File: src/rtl/lcdnw_pkg.sv
// ---------------------------------------------------------------------------
// lcdnw_pkg: shared types and constants for the 4-bit LCD writer
// Request codes, bus timings, the power-up byte run and the structs that
// join the controller to the datapath.
// ---------------------------------------------------------------------------
`default_nettype none

package lcdnw_pkg;

  localparam int MODE_W   = 3;
  localparam int HOLD_W   = 14;
  localparam int STEP_W   = 3;
  localparam int PHASE_W  = 2;
  localparam int INIT_LEN = 5;

  localparam logic [MODE_W-1:0] MODE_INIT  = 3'd0;
  localparam logic [MODE_W-1:0] MODE_CMD   = 3'd1;
  localparam logic [MODE_W-1:0] MODE_DATA  = 3'd2;
  localparam logic [MODE_W-1:0] MODE_CLEAR = 3'd3;
  localparam logic [MODE_W-1:0] MODE_GOTO  = 3'd4;
  localparam logic [MODE_W-1:0] MODE_HOME  = 3'd5;

  localparam logic [HOLD_W-1:0] T_STROBE  = 14'd1;
  localparam logic [HOLD_W-1:0] T_SETTLE  = 14'd200;
  localparam logic [HOLD_W-1:0] T_EXEC    = 14'd2000;
  localparam logic [HOLD_W-1:0] T_POWERUP = 14'd15000;

  localparam logic [7:0] CMD_CLEAR   = 8'h01;
  localparam logic [7:0] CMD_DDRAM   = 8'h80;
  localparam logic [7:0] CMD_LINE1   = 8'hC0;

  localparam logic [7:0] INIT_SEQ [INIT_LEN] = '{8'h02, 8'h28, 8'h0C, 8'h06, 8'h01};

  localparam logic [PHASE_W-1:0] PH_HI_STROBE = 2'd0;
  localparam logic [PHASE_W-1:0] PH_HI_SETTLE = 2'd1;
  localparam logic [PHASE_W-1:0] PH_LO_STROBE = 2'd2;
  localparam logic [PHASE_W-1:0] PH_LO_EXEC   = 2'd3;

  typedef struct packed {
    logic               load;
    logic               emit;
    logic               last;
    logic [STEP_W-1:0]  step;
    logic [PHASE_W-1:0] phase;
  } ctrl_cmd_t;

  typedef struct packed {
    logic [STEP_W-1:0] num_steps;
    logic              step_is_wait;
  } dp_status_t;

endpackage

`default_nettype wire

File: src/rtl/lcdnw_ctrl.sv
// ---------------------------------------------------------------------------
// lcdnw_ctrl: request sequencer
// Walks the steps of a request, and the four bus phases of each byte step.
// ---------------------------------------------------------------------------
`default_nettype none

module lcdnw_ctrl
  import lcdnw_pkg::*;
(
  input  wire logic       clk,
  input  wire logic       rst,
  input  wire logic       start,
  output logic            busy,
  input  wire dp_status_t status,
  output ctrl_cmd_t       cmd
);

  localparam logic S_IDLE = 1'b0;
  localparam logic S_RUN  = 1'b1;

  logic               state;
  logic               state_next;
  logic [STEP_W-1:0]  step;
  logic [STEP_W-1:0]  step_next;
  logic [PHASE_W-1:0] phase;
  logic [PHASE_W-1:0] phase_next;
  logic               step_done;
  logic               final_phase;

  assign busy        = (state == S_RUN);
  assign step_done   = status.step_is_wait || (phase == PH_LO_EXEC);
  assign final_phase = step_done && (step == status.num_steps - STEP_W'(1));

  always_comb begin
    state_next = state;
    step_next  = step;
    phase_next = phase;
    cmd        = '0;
    cmd.step   = step;
    cmd.phase  = phase;
    unique case (state)
      S_IDLE: begin
        if (start) begin
          cmd.load   = 1'b1;
          state_next = S_RUN;
          step_next  = '0;
          phase_next = '0;
        end
      end
      S_RUN: begin
        if (status.num_steps == '0) begin
          // request with nothing to send: drop it
          state_next = S_IDLE;
        end else begin
          cmd.emit = 1'b1;
          cmd.last = final_phase;
          if (final_phase) begin
            state_next = S_IDLE;
          end else if (step_done) begin
            step_next  = step + STEP_W'(1);
            phase_next = '0;
          end else begin
            phase_next = phase + PHASE_W'(1);
          end
        end
      end
      default: state_next = S_IDLE;
    endcase
  end

  always_ff @(posedge clk) begin
    if (rst) begin
      state <= S_IDLE;
      step  <= '0;
      phase <= '0;
    end else begin
      state <= state_next;
      step  <= step_next;
      phase <= phase_next;
    end
  end

endmodule

`default_nettype wire

File: src/rtl/lcdnw_dp.sv
// ---------------------------------------------------------------------------
// lcdnw_dp: request register and phase generator
// Holds the request, decodes each step and registers the bus phase.
// ---------------------------------------------------------------------------
`default_nettype none

module lcdnw_dp
  import lcdnw_pkg::*;
#(
  parameter int COLUMNS = 16
) (
  input  wire logic              clk,
  input  wire logic              rst,
  input  wire logic [MODE_W-1:0] mode,
  input  wire logic [7:0]        byte_value,
  input  wire logic [7:0]        column,
  input  wire logic [1:0]        line,
  input  wire ctrl_cmd_t         cmd,
  output dp_status_t             status,
  output logic                   strobe,
  output logic [3:0]             nibble,
  output logic                   reg_select,
  output logic                   enable,
  output logic [HOLD_W-1:0]      hold_us,
  output logic                   last
);

  logic [MODE_W-1:0] req_mode;
  logic [7:0]        req_byte;
  logic [7:0]        req_col;
  logic [1:0]        req_line;

  logic              goto_ok;
  logic [7:0]        goto_addr;
  logic              st_wait;
  logic [7:0]        st_byte;
  logic              st_rs;
  logic [3:0]        wait_nib;
  logic [HOLD_W-1:0] wait_hold;
  logic [STEP_W-1:0] init_idx;

  logic [3:0]        ph_nib;
  logic              ph_en;
  logic [HOLD_W-1:0] ph_hold;

  always_ff @(posedge clk) begin
    if (cmd.load) begin
      req_mode <= mode;
      req_byte <= byte_value;
      req_col  <= column;
      req_line <= line;
    end
  end

  assign goto_ok   = (req_line[1] == 1'b0) && (req_col < 8'(COLUMNS));
  assign goto_addr = (req_line[0] ? CMD_LINE1 : CMD_DDRAM) | req_col;
  assign init_idx  = cmd.step - STEP_W'(1);

  // decode the current step of the request
  always_comb begin
    status.num_steps = '0;
    st_wait   = 1'b0;
    st_byte   = CMD_DDRAM;
    st_rs     = 1'b0;
    wait_nib  = 4'h1;
    wait_hold = T_EXEC;
    unique case (req_mode)
      MODE_INIT: begin
        status.num_steps = STEP_W'(INIT_LEN + 2);
        if (cmd.step == '0) begin
          st_wait   = 1'b1;
          wait_nib  = 4'h0;
          wait_hold = T_POWERUP;
        end else if (cmd.step == STEP_W'(INIT_LEN + 1)) begin
          st_wait = 1'b1;
        end else begin
          st_byte = INIT_SEQ[init_idx];
        end
      end
      MODE_CMD: begin
        status.num_steps = STEP_W'(1);
        st_byte = req_byte;
      end
      MODE_DATA: begin
        status.num_steps = STEP_W'(1);
        st_byte = req_byte;
        st_rs   = 1'b1;
      end
      MODE_CLEAR: begin
        status.num_steps = STEP_W'(3);
        if (cmd.step == '0) begin
          st_byte = CMD_CLEAR;
        end else if (cmd.step == STEP_W'(1)) begin
          st_wait = 1'b1;
        end else begin
          st_byte = CMD_DDRAM;
        end
      end
      MODE_GOTO: begin
        status.num_steps = goto_ok ? STEP_W'(1) : '0;
        st_byte = goto_addr;
      end
      MODE_HOME: begin
        status.num_steps = STEP_W'(1);
        st_byte = CMD_DDRAM;
      end
      default: status.num_steps = '0;
    endcase
    status.step_is_wait = st_wait;
  end

  // pick the pin levels of the current phase
  always_comb begin
    ph_nib  = st_byte[7:4];
    ph_en   = 1'b0;
    ph_hold = T_SETTLE;
    if (st_wait) begin
      ph_nib  = wait_nib;
      ph_hold = wait_hold;
    end else begin
      unique case (cmd.phase)
        PH_HI_STROBE: begin
          ph_en   = 1'b1;
          ph_hold = T_STROBE;
        end
        PH_HI_SETTLE: ph_hold = T_SETTLE;
        PH_LO_STROBE: begin
          ph_nib  = st_byte[3:0];
          ph_en   = 1'b1;
          ph_hold = T_STROBE;
        end
        PH_LO_EXEC: begin
          ph_nib  = st_byte[3:0];
          ph_hold = T_EXEC;
        end
        default: ph_hold = T_SETTLE;
      endcase
    end
  end

  always_ff @(posedge clk) begin
    if (rst) begin
      strobe <= 1'b0;
    end else begin
      strobe <= cmd.emit;
    end
  end

  always_ff @(posedge clk) begin
    if (cmd.emit) begin
      nibble     <= ph_nib;
      reg_select <= st_wait ? 1'b0 : st_rs;
      enable     <= ph_en;
      hold_us    <= ph_hold;
      last       <= cmd.last;
    end
  end

endmodule

`default_nettype wire

File: src/rtl/char_lcd_nibble_writer.sv
// ---------------------------------------------------------------------------
// char_lcd_nibble_writer: 4-bit character LCD bus sequencer
// Turns display requests into timed pin phases for a 4-bit LCD bus.
// ---------------------------------------------------------------------------
// Usage:
//   Request channel: drive mode, byte_value, column and line and raise start;
//   the request transfers at the clock edge where start is high and busy is
//   low. Modes: init, command byte, data character, clear, goto, home.
//   Result channel: each pin phase appears for one cycle with strobe high,
//   carrying nibble, reg_select, enable, hold_us and last (final phase of the
//   request). The receiver cannot stall; the phase transfers on that cycle.
//   Phases: the first phase strobes from the datapath output register once
//   the controller has entered its run state, then one phase per cycle.
//   Busy stays high while a request's phases are stepped out, and rises also
//   for a request that yields nothing, so a new request is taken only once
//   the last one is through.
//   Goto with a line above 1 or a column of COLUMNS or more, and unused
//   modes, transfer but emit no phase.
//   Reset: synchronous, active high; drops any run in progress and clears
//   strobe. The block keeps nothing between requests.
// ---------------------------------------------------------------------------
`default_nettype none

module char_lcd_nibble_writer
  import lcdnw_pkg::*;
#(
  parameter int COLUMNS = 16
) (
  input  wire logic              clk,
  input  wire logic              rst,
  input  wire logic              start,
  output logic                   busy,
  input  wire logic [MODE_W-1:0] mode,
  input  wire logic [7:0]        byte_value,
  input  wire logic [7:0]        column,
  input  wire logic [1:0]        line,
  output logic                   strobe,
  output logic [3:0]             nibble,
  output logic                   reg_select,
  output logic                   enable,
  output logic [HOLD_W-1:0]      hold_us,
  output logic                   last
);

  ctrl_cmd_t  cmd;
  dp_status_t status;

  // sequencer: owns busy and walks steps and phases
  lcdnw_ctrl u_ctrl (
    .clk    (clk),
    .rst    (rst),
    .start  (start),
    .busy   (busy),
    .status (status),
    .cmd    (cmd)
  );

  // datapath: latches the request and registers each phase
  lcdnw_dp #(
    .COLUMNS (COLUMNS)
  ) u_dp (
    .clk        (clk),
    .rst        (rst),
    .mode       (mode),
    .byte_value (byte_value),
    .column     (column),
    .line       (line),
    .cmd        (cmd),
    .status     (status),
    .strobe     (strobe),
    .nibble     (nibble),
    .reg_select (reg_select),
    .enable     (enable),
    .hold_us    (hold_us),
    .last       (last)
  );

endmodule

`default_nettype wire

File: config.mk
export PLATFORM = sky130hd
export DESIGN_NAME = char_lcd_nibble_writer
export DESIGN_NICKNAME = d
export VERILOG_FILES = /design/src/rtl/lcdnw_pkg.sv /design/src/rtl/lcdnw_ctrl.sv /design/src/rtl/lcdnw_dp.sv /design/src/rtl/char_lcd_nibble_writer.sv
export SDC_FILE = /design/constraint.sdc
export NUM_CORES = 1
export LEC_CHECK = 0
export BUFFER_PORTS_ARGS = -buffer_cell sky130_fd_sc_hd__buf_2
export CELL_PAD_IN_SITES_DETAIL_PLACEMENT = 0
export CELL_PAD_IN_SITES_GLOBAL_PLACEMENT = 2
export CORE_MARGIN = 2
export CORE_UTILIZATION = 30
export DETAILED_ROUTE_END_ITERATION = 6
export GPL_TIMING_DRIVEN = 0
export PLACE_DENSITY_LB_ADDON = 0.15
export REMOVE_ABC_BUFFERS = 1
export SYNTH_ARGS = -nofsm -noshare
export SYNTH_HDL_FRONTEND = slang
export SYNTH_HIERARCHICAL = 1
export SYNTH_SLANG_ARGS = --single-unit
File: constraint.sdc
create_clock -name clk -period 4.9 [get_ports clk]
set_input_delay 0.98 -clock clk [delete_from_list [all_inputs] [get_ports clk]]
set_output_delay 0.98 -clock clk [all_outputs]
set_load 0.02 [all_outputs]
==> impl_metrics.csv <==
group,metric,value,unit
grt,grt_util_all_layers,10.72,%
synth,syn_inst,178,
clock_network,cts_tree,"built",
setup_path,end_kind,"flop",
grt,grt_pass1_wl,6.934,mm
final_layout,syn2layout_area_growth,13.59,%
timing,worstMarginPinSlew,0.8880,ns
placement,post-dp-hpwl,2.908,mm
clock_network,postCtsSetupBuffers,0,
timing,fmax,346.2,MHz
setup_path,reg2reg_to,"u_dp/last$_DFFE_PP_",
power_and_ir_drop,powerDensity,293.1,nW/um^2
floorplan,initial_utilization,30.75,%
run_status,status,"complete, no violations",
clock_network,hold_buffers,0,
clock_network,cts_sinks,42,
drt,finalWirelength,4.209,mm
setup_path,path_max_fanout,23,
flow_run,cap_violations,0,
synth,async_flop_share,0,%
grt,busiest_layer,"met2",
grt,overflow,0,
timing,slew_headroom,40.74,%
synth,ys_ff_latch,42,
drt,dr.pass1.iters,5,
setup_path,ff2ff_setup_slack,2.01,ns
synth,synth_area_leaders,"edfxtp_1 47%, dfxtp_1 6.3%, ha_1 4.5%",
drt,vias,1452,
floorplan,core_area,7214,um^2
clock_network,ctsResizeCount,0,
setup_path,cp.arrival,2.94,ns
floorplan,dieArea,8098,um^2
timing,rsz0062_at_grt,"false",
clock_network,clkLatencyLatePin,0.29,ns
placement,gp_congestion,0.7375,
clock_network,numCtsBuffers,5,
timing,hold_viol,0,
setup_path,reg2reg_from,"u_dp/req_mode[2]$_DFFE_PP_",
drt,ant_nets,0,
setup_path,start_kind,"flop",
clock_network,clk_pin_slew_worst_paths,0.08,ns
floorplan,io_pins,47,
floorplan,die_h,89.99,um
grt,antenna_found_initial,0,
timing,post-route-min-period,2.888,ns
drt,wl_per_cell,13.36,um
floorplan,die_x,89.99,um
setup_path,path_class,"reg -> reg",
synth,avgSynthCellArea,12.46,um^2
synth,syn_area,2218,um^2
grt,use_met2,18.75,%
synth,ys_types,57,
timing,slew_violations,0,
grt,grt_util_met1,12.99,%
floorplan,rows,31,
drt,viasPerCell,4.610,
synth,ys_seq_area_share,53.69,%
placement,portBuffers,43,
setup_path,worst_ep_required_time,4.95,ns
hold_path,hold_class,"reg -> reg",
power_and_ir_drop,worst_ir_drop_vdd,83.72,uV
grt,globalRouteMet3Util,2.934,%
final_layout,fin_nets,247,
timing,timing.setup.tns,0,ns
grt,grt_max_degree,24,
final_layout,drive_gt1_share,27.31,%
clock_network,clockBufferDepth,2,
clock_network,clockRootBuffer,"clkbuf_8",
final_layout,diodes,0,
synth,yosysWarnings,6,
synth,synth_top_flop_cell,"edfxtp_1",
synth,synth_top_cell_area_share,47.38,%
hold_path,hold_path_depth,2,
synth,yosysTopAreaCell,"edfxtp_1",
drt,drt_drc_violations_left,0,
final_layout,fin_cells,315,
timing,fin_skew,0.007417,ns
clock_network,cts_htree_levels,2,
setup_path,rr_worst_depth,7,
timing,setup_viol,0,
timing,period_share,58.95,%
grt,grt_pass1_vias,1405,
synth,synth_edf_count,35,
hold_path,worstHoldStart,"u_ctrl/step[1]$_SDFFE_PP0P_",
hold_path,hold_end,"u_ctrl/step[1]$_SDFFE_PP0P_",
placement,place_inst,307,
drt,drt_iter0_markers,116,
power_and_ir_drop,power_leakage,0.9275,nW
[layout make-up]
| type | instances | area, um^2 |
|---|---|---|
| multi-input combinational | 112 | 868.3 |
| timing repair buffer | 43 | 215.2 |
| fill | 757 | 4695 |
| clock buffer | 8 | 80.08 |
| sequential | 42 | 1191 |
| inverter | 11 | 41.29 |
| tap | 99 | 123.9 |
[registers in the layout, indices dropped and copies added, names as in the netlist]
register	flops
u_dp/req_line	2
u_dp/req_col	8
u_dp/reg_select	1
u_dp/nibble	4
u_ctrl/phase	2
u_dp/last	1
u_ctrl/busy	1
u_dp/req_byte	8
u_dp/hold_us	7
u_dp/req_mode	3
u_ctrl/step	3
u_dp/enable	1
u_dp/strobe	1
[cell usage in the layout (no fill, tap or decap), types with 2 or more instances in the layout]
master and n:
o21ai_0 7, mux2i_1 4, ha_1 8, o211ai_1 6
nand3b_1 4, o21ai_1 2, xnor2_1 3, clkbuf_8 5
nor2b_1 5, edfxtp_1 35, nor3b_1 3, buf_2 43
nand2b_1 5, nor3_1 2, a22oi_1 2, dfxtp_1 7
inv_1 11, o21a_1 3, nor2_1 6, nand3_1 2
and3b_1 3, nand2_1 3, a21oi_1 11, o31ai_2 2
conb_1 3, clkbuf_1 3
[worst max-delay path, cell delays in order, from the launching register on]
cell      delay, ns
edfxtp_1       0.87
o21ai_0        0.30
inv_1          0.15
ha_1           0.16
inv_1          0.05
o21ai_0        0.39
inv_1          0.46
and2_1         0.27
[synth_stat cells, types with 2 or more instances]
| library cell | n |
|---|---|
| nand2b_1 | 5 |
| a21oi_1 | 11 |
| xnor2_1 | 3 |
| and3b_1 | 3 |
| nor3_1 | 2 |
| nand3b_1 | 4 |
| o211ai_1 | 6 |
| buf_4 | 8 |
| o21a_1 | 3 |
| mux2i_1 | 4 |
| buf_6 | 3 |
| o21ai_1 | 2 |
| edfxtp_1 | 35 |
| dfxtp_1 | 7 |
| a22oi_1 | 2 |
| nor2_1 | 6 |
| inv_1 | 11 |
| nor3b_1 | 3 |
| nand3_1 | 2 |
| o21ai_0 | 7 |
| nor2b_1 | 5 |
| o31ai_2 | 2 |
| nand2_1 | 3 |
| ha_1 | 8 |
[metal layers]
layer,vias up,wire [um],part of all wire (%)
li1,727,-,-
met1,676,1890,45
met2,45,2060,49
met3,4,215,5.1
met4,0,43,1.0
met5,-,0,0
[power by group]
group,leakage [nW],switching [W],internal [W]
sequential,0.390,0.0000178,0.000414
clock,0.0395,0.000112,0.000101
combinational,0.498,0.0000561,0.0000378
[cells by family after synthesis]
logic type	synth area share, %
other cells	0.1690
buf+inv	7.501
fa+ha+maj	4.512
simple gates	14.61
xor+xnor	2.313
flops	53.69
compound gates	14.89
mux	2.313
[per-stage QoR]
step	setup slack (ns)	power [W]	instance area (um^2)	utilization [%]	hold WS (ns)
after global routing	1.698	0.0007768	2520	34.93	0.6087
after global placement	2.081	0.0005325	2440	33.82	0.5703
after CTS	1.998	0.0007506	2520	34.93	0.5992
after floorplan	2.498	0.0004997	2101	-	0.5187
final	2.012	0.0007386	2520	34.93	0.5917
after detailed placement	2.003	0.0005352	2440	33.82	0.5884
[worst max-delay path by stage]
stage	from	to	depth (start not counted)
global route	u_dp/req_mode[2]$_DFFE_PP_	u_dp/last$_DFFE_PP_	7
global placement	u_dp/req_mode[2]$_DFFE_PP_	u_dp/last$_DFFE_PP_	7
floorplan	u_ctrl/step[0]$_SDFFE_PP0P_	u_ctrl/step[1]$_SDFFE_PP0P_	10
detailed placement	u_ctrl/step[0]$_SDFFE_PP0P_	u_ctrl/busy$_SDFF_PP0_	10
finish	u_dp/req_mode[2]$_DFFE_PP_	u_dp/last$_DFFE_PP_	7
CTS	u_dp/req_mode[2]$_DFFE_PP_	u_dp/last$_DFFE_PP_	7
Power figures use the tool's default switching activity.
